<file path="src/rtl/ccc_pkg.sv">
// ----------------------------------------------------------------------------
// ccc_pkg
// Shared types, constants and month length lookup for the calendar counter.
// ----------------------------------------------------------------------------
package ccc_pkg;

  localparam int MS_PER_SEC   = 1000;
  localparam int SEC_PER_MIN  = 60;
  localparam int MIN_PER_HOUR = 60;
  localparam int HOUR_PER_DAY = 24;
  localparam int MONTHS       = 12;
  localparam int FEB_LEAP     = 29;
  localparam int FEB_COMMON   = 28;
  localparam int LONG_MONTH   = 31;
  localparam logic [1:0] LEAP_MASK = 2'b11;
  localparam logic [3:0] MONTH_FEB = 4'd1;

  localparam int OUT_DATA_W   = 56;

  typedef struct packed {
    logic [15:0] year;
    logic [3:0]  month;
    logic [4:0]  day;
    logic [4:0]  hour;
    logic [5:0]  minute;
    logic [5:0]  second;
    logic        synced;
  } cal_t;

  function automatic logic [4:0] month_len(input logic [3:0] month);
    logic [4:0] len;
    case (month)
      4'd0:    len = 5'd31;
      4'd1:    len = 5'd28;
      4'd2:    len = 5'd31;
      4'd3:    len = 5'd30;
      4'd4:    len = 5'd31;
      4'd5:    len = 5'd30;
      4'd6:    len = 5'd31;
      4'd7:    len = 5'd31;
      4'd8:    len = 5'd30;
      4'd9:    len = 5'd31;
      4'd10:   len = 5'd30;
      4'd11:   len = 5'd31;
      default: len = 5'(LONG_MONTH);
    endcase
    return len;
  endfunction

endpackage

</file>
<file path="src/rtl/ccc_step.sv">
// ----------------------------------------------------------------------------
// ccc_step
// One-second advance of the calendar: second, minute, hour, day, month and
// year cascade with month lengths and leap February.
// ----------------------------------------------------------------------------
module ccc_step
  import ccc_pkg::*;
(
  input  cal_t cal_i,
  output cal_t cal_o
);

  logic       sec_wrap;
  logic       min_wrap;
  logic       hour_wrap;
  logic       day_wrap;
  logic       mon_wrap;
  logic [4:0] days;

  always_comb begin
    if (cal_i.month == MONTH_FEB) begin
      days = ((cal_i.year[1:0] & LEAP_MASK) == 2'b00) ? 5'(FEB_LEAP) : 5'(FEB_COMMON);
    end else begin
      days = month_len(cal_i.month);
    end

    sec_wrap  = cal_i.second >= 6'(SEC_PER_MIN - 1);
    min_wrap  = cal_i.minute >= 6'(MIN_PER_HOUR - 1);
    hour_wrap = cal_i.hour >= 5'(HOUR_PER_DAY - 1);
    day_wrap  = cal_i.day >= (days - 5'd1);
    mon_wrap  = cal_i.month >= 4'(MONTHS - 1);

    cal_o = cal_i;
    cal_o.second = sec_wrap ? 6'd0 : cal_i.second + 6'd1;
    if (sec_wrap) begin
      cal_o.minute = min_wrap ? 6'd0 : cal_i.minute + 6'd1;
      if (min_wrap) begin
        cal_o.hour = hour_wrap ? 5'd0 : cal_i.hour + 5'd1;
        if (hour_wrap) begin
          cal_o.synced = 1'b0;
          cal_o.day    = day_wrap ? 5'd0 : cal_i.day + 5'd1;
          if (day_wrap) begin
            cal_o.month = mon_wrap ? 4'd0 : cal_i.month + 4'd1;
            if (mon_wrap) begin
              cal_o.year = cal_i.year + 16'd1;
            end
          end
        end
      end
    end
  end

endmodule

</file>
<file path="src/rtl/calendar_clock_counter_top.sv">
// ----------------------------------------------------------------------------
// calendar_clock_counter_top
// Calendar clock with millisecond advance and date/time load.
// ----------------------------------------------------------------------------
// channel | dir | tdata fields (low bit up)                         | tuser
// in_     | in  | elapsed_ms, set_year, set_month, set_day,         | cmd
//         |     | set_hour, set_minute, set_second                  |
// out_    | out | cur_year, cur_month, cur_day, cur_hour,           | -
//         |     | cur_minute, cur_second, cur_millis, synced        |
//
// A load passes ST_DONE to the result register; an advance first loops in
// ST_RUN over the S whole seconds carried, one per cycle through the shared
// one-second step and subtract-1000 unit (up to 66 at the default width).
// Synchronous active-low reset clears the calendar to zero, not synced.
// in_tready is low while an item is in work; the result register lets the
// next item start while a result waits for out_tready.
// ----------------------------------------------------------------------------
module calendar_clock_counter_top
  import ccc_pkg::*;
#(
  parameter int ELAPSED_WIDTH = 16
) (
  input  logic                       clk,
  input  logic                       rst_n,
  input  logic                       in_tvalid,
  output logic                       in_tready,
  // elapsed_ms, set_year, set_month, set_day, set_hour, set_minute, set_second
  input  logic [((ELAPSED_WIDTH+42+7)/8)*8-1:0] in_tdata,
  // cmd
  input  logic                       in_tuser,
  output logic                       out_tvalid,
  input  logic                       out_tready,
  // cur_year, cur_month, cur_day, cur_hour, cur_minute, cur_second,
  // cur_millis, synced
  output logic [OUT_DATA_W-1:0]      out_tdata
);

  localparam int ACC_W = ELAPSED_WIDTH + 1;
  localparam int SY    = ELAPSED_WIDTH;

  typedef enum logic [2:0] {
    ST_IDLE = 3'b001,
    ST_RUN  = 3'b010,
    ST_DONE = 3'b100
  } state_t;

  state_t                 state_r, state_nxt;
  cal_t                   cal_r, cal_nxt;
  cal_t                   cal_step;
  logic [ACC_W-1:0]       acc_r, acc_nxt;
  logic                   out_valid_r, out_valid_nxt;
  logic [OUT_DATA_W-1:0]  out_data_r, out_data_nxt;
  logic                   in_fire;
  logic                   has_sec;
  cal_t                   cal_load;

  ccc_step u_step (
    .cal_i (cal_r),
    .cal_o (cal_step)
  );

  assign in_tready  = (state_r == ST_IDLE);
  assign in_fire    = in_tvalid && in_tready;
  assign out_tvalid = out_valid_r;
  assign out_tdata  = out_data_r;
  assign has_sec    = acc_r >= ACC_W'(MS_PER_SEC);

  always_comb begin
    cal_load.year   = in_tdata[SY+15:SY];
    cal_load.month  = in_tdata[SY+19:SY+16];
    cal_load.day    = in_tdata[SY+24:SY+20];
    cal_load.hour   = in_tdata[SY+29:SY+25];
    cal_load.minute = in_tdata[SY+35:SY+30];
    cal_load.second = in_tdata[SY+41:SY+36];
    cal_load.synced = 1'b1;
  end

  always_comb begin
    state_nxt     = state_r;
    cal_nxt       = cal_r;
    acc_nxt       = acc_r;
    out_valid_nxt = out_valid_r && !out_tready;
    out_data_nxt  = out_data_r;
    case (state_r)
      ST_IDLE: begin
        if (in_fire) begin
          if (in_tuser) begin
            cal_nxt   = cal_load;
            acc_nxt   = '0;
            state_nxt = ST_DONE;
          end else begin
            acc_nxt   = acc_r + ACC_W'(in_tdata[ELAPSED_WIDTH-1:0]);
            state_nxt = ST_RUN;
          end
        end
      end
      ST_RUN: begin
        if (has_sec) begin
          acc_nxt = acc_r - ACC_W'(MS_PER_SEC);
          cal_nxt = cal_step;
        end else begin
          state_nxt = ST_DONE;
        end
      end
      ST_DONE: begin
        if (!out_valid_r || out_tready) begin
          out_valid_nxt = 1'b1;
          out_data_nxt  = {3'b000, cal_r.synced, acc_r[9:0], cal_r.second, cal_r.minute,
                           cal_r.hour, cal_r.day, cal_r.month, cal_r.year};
          state_nxt     = ST_IDLE;
        end
      end
      default: begin
        state_nxt = ST_IDLE;
      end
    endcase
  end

  always_ff @(posedge clk) begin
    if (!rst_n) begin
      state_r     <= ST_IDLE;
      cal_r       <= '0;
      acc_r       <= '0;
      out_valid_r <= 1'b0;
    end else begin
      state_r     <= state_nxt;
      cal_r       <= cal_nxt;
      acc_r       <= acc_nxt;
      out_valid_r <= out_valid_nxt;
    end
  end

  always_ff @(posedge clk) begin
    out_data_r <= out_data_nxt;
  end

endmodule
</file>
<file path="config.mk">
export PLATFORM = sky130hd
export DESIGN_NAME = calendar_clock_counter_top
export DESIGN_NICKNAME = d
export VERILOG_FILES = /design/src/rtl/ccc_pkg.sv /design/src/rtl/ccc_step.sv /design/src/rtl/calendar_clock_counter_top.sv
export SDC_FILE = /design/constraint.sdc
export NUM_CORES = 1
export LEC_CHECK = 0
export BUFFER_PORTS_ARGS = -buffer_cell sky130_fd_sc_hd__clkbuf_2
export CAP_MARGIN = 20
export CORE_MARGIN = 2
export CORE_UTILIZATION = 57
export CTS_BUF_LIST = sky130_fd_sc_hd__clkbuf_2
export DETAILED_ROUTE_END_ITERATION = 16
export HOLD_SLACK_MARGIN = 0.1
export PLACE_DENSITY = 0.82
export SLEW_MARGIN = 10
export SYNTH_ARGS = -nofsm -noshare
export SYNTH_HDL_FRONTEND = slang
export SYNTH_SLANG_ARGS = --single-unit
export TNS_END_PERCENT = 30
</file>
<file path="constraint.sdc">
create_clock -name clk -period 4.32 [get_ports clk]
set_clock_uncertainty 0.05 [all_clocks]
set_input_delay 0.648 -clock clk [delete_from_list [all_inputs] [get_ports clk]]
set_output_delay 0.648 -clock clk [all_outputs]
set_load 0.01 [all_outputs]
</file>
Word level (Yosys, flattened, before mapping)
Memory sizes are Yosys's and may differ from the RTL's. A register that Yosys moved wholly into a read port is not among the register bits. Index checks and enable logic that the tools add are counted.

Latch bits: 0. Input bits: 69. RAM bits: 0. Output and inout port bits: 58. Memories kept: 1. ROM bits: 32. Flip-flop bits (word level): 117.

Bitwise operators: 0. Muxes and demuxes: 32. Reductions and logical operators: 16. Magnitude comparators: 6. Shift-type cells: 0. Eq/ne operators: 14. Divide/modulo/power cells: 0. Multiply operators: 0. $add $sub $neg: 9.

Memory list: (no name shown) (words 16, width 2, rd ports 1, clocked after Yosys merged registers in 1, wr ports 0, line ccc_pkg.sv:32) `case (month)`.

Operator list (number): $mux 43 (3); $pmux 43 s2 (1); $mux 17 (3); $mux 36 (1); $pmux 17 s2 (1); $mux 30 (1); $mux 25 (1); $mux 20 (1); $add 17x16->17 (1); $ge 17x10->1 const B (1); $sub 17x10->17 const B (1); $add 16x1->16 const B (1); $mux 16 (1); $mux 5 (3); $ne 2x1->1 const B (7); $add 6x1->6 const B (2); $ge 6x6->1 const B (2); $mux 3 (4); $mux 4 (3); $mux 6 (2); $add 5x1->5 const B (2); $pmux 3 s3 (1); $reduce_and 9->1 (1); $reduce_and 8->1 (1); other kinds (22) (32).

Longest topological paths before layout
Gate-level depths: netlist of the first run.

Depth in word-level cells: 13. Depth in mapped cells: 15. Gate-level depth less buffers: 13.

Cells and area by module
A second synthesis of the first run with hierarchy kept.

Cells, all modules: 734. Area, all modules: 6889.1 µm².

By module, submodules not included: calendar_clock_counter_top (times used 1, area each 5756.8 µm², cells each 567); ccc_step (times used 1, area each 1132.3 µm², cells each 167).

Worst setup path after synthesis of the first run
Ideal clock, no wire load.

Path kind: flip-flop to flip-flop. Start point: register cal_r[26] in the netlist's numbering. End point: register cal_r[34] in the netlist's numbering. Required time: 4.154 ns. Cell stages (with the launch flop): 16. Setup slack: 1.318 ns. Arrival time: 2.836 ns. Setup time: 0.116 ns. Clock period less this slack: 3.002 ns. Path through: dfxtp_1 -> clkbuf_1 -> nor2_1 -> nand2_1 -> mux2i_1 -> ha_1 -> ha_1 -> nand2_1 -> o21ai_0 -> a41o_1 -> a21bo_1 -> buf_6 -> a21oi_4 -> buf_6 -> o21ai_1 -> a31o_1.

Cells in the longest elaborated chain, start to end: 6. Elaborated cells on any way between the ends: 8. Those cells by class: add/sub (1); order compare (2); eq/ne (3); mux (1); reduce/logical (1).

RTL lines: start, declared (line calendar_clock_counter_top.sv:48) `cal_t cal_r, cal_nxt;`; start signal, assigned (line calendar_clock_counter_top.sv:127) `cal_r <= cal_nxt;`; $eq 4x1->1 (line ccc_step.sv:21) `if (cal_i.month == MONTH_FEB) begin`; $mux 5 (line ccc_step.sv:21); $sub 5x1->5 (line ccc_step.sv:30) `day_wrap = cal_i.day >= (days - 5'd1);`; $ge 5x5->1 (line ccc_step.sv:30); $ne 2x1->1 (no source line); $reduce_and 9->1 (no source line) *.

Mark *: on every way between the ends. The rest lies on a longest branch, timed or not. A chain may end at the register's enable or synchronous reset.

Worst setup path in the final report of the first run
Start point: register cal_r[24] in the netlist's numbering. End point: register cal_r[27] in the netlist's numbering.

The elaborated chain is that of the path after synthesis.

==> results.py, run 1 <==
metrics = {
    "sta": {
        "finalSetupTns_ns": 0,
        "fmax_mhz": 272,
        "finalHoldViolations": 0,
        "hold_slack_ns": 0.178,
        "finalCritPeriodShare": 0.852,
        "setup_viol": 0,
        "slew_viol_final": 0,
        "rsz0062_at_grt": "false",
        "finalCriticalPeriod_ns": 3.68,
        "worst_pin_slew_ns": 1.06,
        "max_slew_margin": 0.295,
    },
    "synthesis": {
        "synth.avg_cell_area_um2": 9.19,
        "synth-edff-count": 53,
        "yosysTopAreaCell": "edfxtp_1",
        "synth_area_leaders": "edfxtp_1 (25%), dfxtp_1 (21%), ha_1 (5.8%)",
        "yosysWarnings": 0,
        "synth_commonest_cells": "nand2_1 (80), dfxtp_1 (66), a21oi_1 (60)",
        "synthArstFlopShare": 0,
        "ys_types": 74,
        "synth_seq_cells": 119,
        "yosysSeqAreaShare": 0.464,
        "postSynthCellCount": 683,
        "synth_most_common_cell": "nand2_1",
        "synthFlopType": "dfxtp_1",
        "synth_top_area_frac": 0.254,
        "syn_area_mm2": 0.00628,
    },
    "global_routing": {
        "grt_max_degree": 76,
        "antenna_found_initial": 0,
        "grt_overflow": 0,
        "grt_pass1_wl_um": 24900,
        "grt_use_total": 0.267,
        "grt_pass1_vias": 5409,
    },
    "setup_path": {
        "end_kind": "register",
        "crit_top_cell": "ha_1",
        "crit_fanout": 16,
        "path_buf_inv": 1,
        "path_class": "reg -> reg",
        "crit_chain": "inv_1, ha_1, nand2_1, mux2i_1, ha_1, ha_1, nand2_1, o21ai_0, a41o_1, a21bo_1, a21oi_4, o21ai_1, a221oi_1",
        "cp_data_arrival_time_ns": 4.17,
        "cp_slowest_stage_delay_ns": 0.46,
        "cp.required_ns": 4.81,
        "start_kind": "register",
        "critPathTopFamily": "compound AO/OA/AOI/OAI gates",
        "slowest_stage": "dfxtp_1",
    },
    "clocking": {
        "cts_max_level": 4,
        "cts_tree": "yes",
        "clkTransAtPathRegs_ns": 0.16,
        "clk_latency_ns": 0.64,
        "cts_sinks": 119,
        "cts_buffers": 17,
        "postCtsSetupBuffers": 0,
        "clockBufferDepth": 2,
        "ctsHoldBuffers": 0,
        "post_cts_resized": 0,
        "root_buffer": "clkbuf_2",
    },
    "drt": {
        "dr.pass1.iters": 8,
        "wirelength_um": 15600,
        "avgViaCountPerCell": 6.18,
        "num_vias": 5859,
        "first_iter_violations": 350,
        "drc_errors": 0,
        "avgRoutedWirePerCell_um": 16.5,
        "final_antenna_net_count": 0,
    },
    "power_and_ir_drop": {
        "leakage_nw": 2.86,
        "ir_drop_v": 0.000180,
        "power_mw": 2.43,
        "pwr_density_cell_mw_per_mm2": 337,
    },
    "cells_and_area": {
        "fin_area_mm2": 0.00721,
        "final_cells": 948,
        "area_delta_synth_final_pct": 15.0,
        "antenna_cells": 0,
        "nets": 895,
        "n_fill_cell": 854,
        "layout-drive-gt1-share": 0.209,
    },
    "flow_run": {
        "maxCapViolations": 0,
    },
    "floorplanning": {
        "boundaryPins": 127,
        "die_area_mm2": 0.0119,
        "start_util": 0.581,
        "die_w_um": 109,
        "rows": 38,
        "die_h_um": 109,
        "core-area_mm2": 0.0108,
    },
    "place": {
        "place_area_mm2": 0.00696,
        "dp.cells": 917,
        "globalplace.congestion": 0.892,
        "port_buffers": 117,
        "dp_hpwl_um": 11000,
    },
    "status": {
        "status": "finished clean",
    },
    "min_path": {
        "hold_path.class": "in -> reg",
    },
}
worst min-delay path: stages:
cell,delay [ns]
clkbuf_2,0.08
nand2_1,0.04
a31oi_1,0.06
per-layer routing:
layer  up-vias  share of wire  global-route usage
met5         -              0                   0
met2       272           0.50               0.454
met3        30          0.083              0.0562
li1       2805              -                   -
met1      2752           0.40               0.331
met4         0          0.018               0.105
area by class of cell:
class / count / area (um^2) / area share
Multi-Input combinational cell: 516 / 3160 / 0.438
Tap cell: 140 / 175 / 0.0243
Sequential cell: 119 / 2910 / 0.404
Clock inverter: 12 / 159 / 0.0220
Inverter: 17 / 63.8 / 0.00884
Clock buffer: 19 / 95.1 / 0.0132
Timing Repair Buffer: 125 / 646 / 0.0895
kinds of logic (layout without fill, tap and decap cells):
family          count (synthesis)  in the layout  synth area share
simple gates                  248            248             0.186
compound gates                219            219             0.231
flops                         119            119             0.464
buf+inv                        50            173            0.0343
fa+ha+maj                      30             30            0.0610
xor+xnor                       13             13            0.0181
mux                             3              3           0.00478
other cells                     1              3          0.000598
sequential cells by signal, summed over array words and instances (netlist names), named ones only:
name and count:
state_r 3, out_tdata 53, out_tvalid 1, acc_r 17
cal_r 43
final timing paths:
path                           from  slack, ns                       to  depth (start not counted)
max          cal_r[24]$_SDFFE_PN0N_       0.64   cal_r[27]$_SDFFE_PN0P_                         13
min                    in_tdata[38]       0.18   cal_r[20]$_SDFFE_PN0P_                          3
max reg2reg  cal_r[24]$_SDFFE_PN0N_       0.64   cal_r[27]$_SDFFE_PN0P_                         13
min reg2reg   cal_r[0]$_SDFFE_PN0P_       0.42  out_tdata[52]$_DFFE_PP_                          0
where the power goes:
part / internal [mW] / total [mW] / switching [mW]
logic: 0.157 / 0.383 / 0.226
registers: 1.22 / 1.28 / 0.0583
clock network: 0.372 / 0.770 / 0.398
total: 1.75 / 2.43 / 0.682
stage by stage:
step / setup slack [ns] / util
5_1_grt: 0.412 / 0.668
3_3_place_gp: 0.916 / 0.645
6_report: 0.638 / 0.668
2_1_floorplan: 1.32 / -
4_1_cts: 0.656 / 0.668
3_5_place_dp: 0.719 / 0.645
cells in the final DEF, fill, tap and decap left out, drive strengths merged, types with 6 or more instances in the layout:
cell type and instances:
clkbuf 136, nand2 81, dfxtp 66, a21oi 62, nor2 58, o21ai 54
edfxtp 53, nand3 34, ha 29, nor3 19, inv 16, a211oi 12
a31oi 11, and3 10, nand2b 9, o32ai 9, xor2 8, buf 8
clkinv 8, nor4 7, a22oi 7, a311oi 7, o31ai 6
Power figures use the tool's default switching activity.
==> inputs of run 2 (changes only) <==
--- a/config.mk
+++ b/config.mk
@@ -12,7 +12,7 @@
 export CTS_BUF_LIST = sky130_fd_sc_hd__clkbuf_2
 export DETAILED_ROUTE_END_ITERATION = 16
 export HOLD_SLACK_MARGIN = 0.1
-export PLACE_DENSITY = 0.82
+export PLACE_DENSITY = 0.81
 export SLEW_MARGIN = 10
 export SYNTH_ARGS = -nofsm -noshare
 export SYNTH_HDL_FRONTEND = slang
==> run 2 against run 1 <==
Effect of this change: die area did not move; sequential power barely moved; combinational power barely moved; via count fell by 0.56%; utilization rose by 1.0 points; power rose by 6.4%; global-route usage rose by 0.29 points; sequential share of layout area fell by 0.60 points; first-iteration DRC count rose by 2.9%; register-to-register slack improved by 0.11 ns; largest power group unchanged.
==> results.py, run 2 (synthesis gave the netlist of run 1 again) <==
metrics = {
    "status": {
        "status": "finished clean",
    },
    "setup_path": {
        "r2r-start": "cal_r[23]$_SDFFE_PN0N_",
        "start_kind": "register",
        "cp.required_ns": 4.88,
        "timing.rr.end": "cal_r[39]$_SDFFE_PN0P_",
        "cp_slowest_stage_delay_ns": 0.56,
        "cp_data_arrival_time_ns": 4.14,
        "path_class": "reg -> reg",
        "crit_chain": "ha_1, nand2_1, mux2i_1, ha_1, ha_1, nand2_1, o21ai_0, a41o_1, a21bo_1, a21oi_4, nor2_1, a2111oi_2",
        "rr_worst_depth": 12,
        "slowest_stage": "dfxtp_1",
        "reg2reg_setup_slack_ns": 0.74,
        "end_kind": "register",
        "crit_top_cell": "ha_1",
        "crit_fanout": 16,
    },
    "place": {
        "dp.cells": 917,
        "preCtsSetupSlack_ns": 0.782,
        "globalplace.congestion": 0.931,
        "port_buffers": 117,
        "dp_hpwl_um": 10800,
    },
    "sta": {
        "fmax_mhz": 280,
        "hold_slack_ns": 0.130,
        "setup_viol": 0,
        "max_slew_margin": 0.491,
        "finalCritPeriodShare": 0.828,
        "slew_viol_final": 0,
        "finalCriticalPeriod_ns": 3.58,
        "finalHoldViolations": 0,
        "worst_pin_slew_ns": 0.763,
        "rsz0062_at_grt": "false",
        "setup_ws_ns": 0.743,
        "finalSetupTns_ns": 0,
    },
    "power_and_ir_drop": {
        "ir_drop_v": 0.000176,
        "internal_power_mw": 1.87,
        "power_frac_clock": 0.358,
        "combPwrFrac": 0.147,
        "p_sw_mw": 0.715,
        "leakage_nw": 2.90,
        "pwr_density_cell_mw_per_mm2": 354,
        "swShare": 0.276,
        "power_frac_seq": 0.495,
    },
    "global_routing": {
        "antenna_found_initial": 0,
        "grt_overflow": 0,
        "grt_max_degree": 76,
        "grt_pass1_wl_um": 25500,
        "grt_pass1_vias": 5488,
        "grt_use_total": 0.270,
    },
    "clocking": {
        "cts_buffers": 17,
        "root_buffer": "clkbuf_2",
        "postCtsSetupBuffers": 0,
        "clk_latency_ns": 0.71,
        "cts_max_level": 4,
        "cts_tree": "yes",
        "ctsHoldBuffers": 3,
        "post_cts_resized": 0,
        "clkTransAtPathRegs_ns": 0.18,
        "cts_sinks": 119,
        "clockBufferDepth": 2,
    },
    "min_path": {
        "min_to": "cal_r[21]$_SDFFE_PN0P_",
        "min_delay_path_depth": 3,
        "hold_start": "in_tdata[39]",
        "hold_path.class": "in -> reg",
    },
    "floorplanning": {
        "rows": 38,
        "die_w_um": 109,
        "core-area_mm2": 0.0108,
        "die_area_mm2": 0.0119,
        "die_h_um": 109,
        "boundaryPins": 127,
        "start_util": 0.581,
    },
    "drt": {
        "final_antenna_net_count": 0,
        "first_iter_violations": 360,
        "wirelength_um": 15400,
        "avgRoutedWirePerCell_um": 16.2,
        "avgViaCountPerCell": 6.12,
        "drc_errors": 0,
        "num_vias": 5826,
        "dr.pass1.iters": 5,
    },
    "cells_and_area": {
        "nets": 898,
        "multi_input_area_mm2": 0.00316,
        "final_cell_mix": "clkbuf_2 (135), nand2_1 (80), dfxtp_1 (66)",
        "regArea_mm2": 0.00291,
        "antenna_cells": 0,
        "area_delta_synth_final_pct": 16.7,
        "n_fill_cell": 868,
        "largest_reg_flops": 53,
        "final_cells": 952,
        "final_common_cell": "clkbuf_2",
        "layout-drive-gt1-share": 0.212,
    },
    "flow_run": {
        "maxCapViolations": 0,
    },
}
-- run 2: changes by cell type in the layout (fill, tap and decap cells not counted), sizes merged --
cell,change
clkbuf,-1
clkinv,-2
clkinvlp,+2
bufinv,+2
dlygate4sd3,+3
-- run 2: layout make-up --
cell class | instances | area share
multi-input combinational | 516 | 0.432
tap | 140 | 0.0239
clock buffer | 18 | 0.0123
sequential | 119 | 0.398
inverter | 17 | 0.00871
clock inverter | 14 | 0.0314
timing repair buffer | 128 | 0.0940
-- run 2: stage by stage --
stage,util,area [um^2],power [mW]
6_report,0.679,7320,2.59
5_1_grt,0.679,7320,2.70
2_1_floorplan,-,6280,1.56
4_1_cts,0.679,7320,2.59
3_5_place_dp,0.646,6970,1.68
3_3_place_gp,0.644,6950,1.66
-- run 2: power groups by stage --
stage / Clock (mW) / Combinational, mW / Sequential, mW
after floorplan: 0 / 0.276 / 1.29
after global placement: 0 / 0.359 / 1.30
after detailed placement: 0 / 0.374 / 1.30
after CTS: 0.932 / 0.379 / 1.28
after global routing: 0.981 / 0.431 / 1.29
final: 0.928 / 0.382 / 1.28
-- run 2: critical path: cells and delay by family (launching register included) --
kind / cells / cell delay, ns
mux: 1 / 0.25
simple gates: 3 / 0.21
compound gates: 5 / 1.64
fa+ha+maj: 3 / 0.76
flops: 1 / 0.56
-- run 2: worst max-delay path by stage --
stage                           startpoint                      to  slack (ns)  depth (start not counted)
finish              cal_r[23]$_SDFFE_PN0N_  cal_r[39]$_SDFFE_PN0P_        0.74                         12
global route        cal_r[23]$_SDFFE_PN0N_  cal_r[40]$_SDFFE_PN0P_        0.38                         12
CTS                 cal_r[23]$_SDFFE_PN0N_  cal_r[39]$_SDFFE_PN0P_        0.75                         12
detailed placement  cal_r[24]$_SDFFE_PN0N_  cal_r[29]$_SDFFE_PN0P_        0.78                         13
global placement    cal_r[23]$_SDFFE_PN0N_  cal_r[29]$_SDFFE_PN0P_        0.88                         12
floorplan           cal_r[26]$_SDFFE_PN0N_  cal_r[34]$_SDFFE_PN0P_        1.32                         15
-- run 2: routing by layer --
metal	GRT usage	vias up	routed length [um]
met5	0	-	0
met4	0.0870	0	276
li1	-	2805	-
met3	0.0592	28	1060
met2	0.464	229	7840
met1	0.336	2764	6260
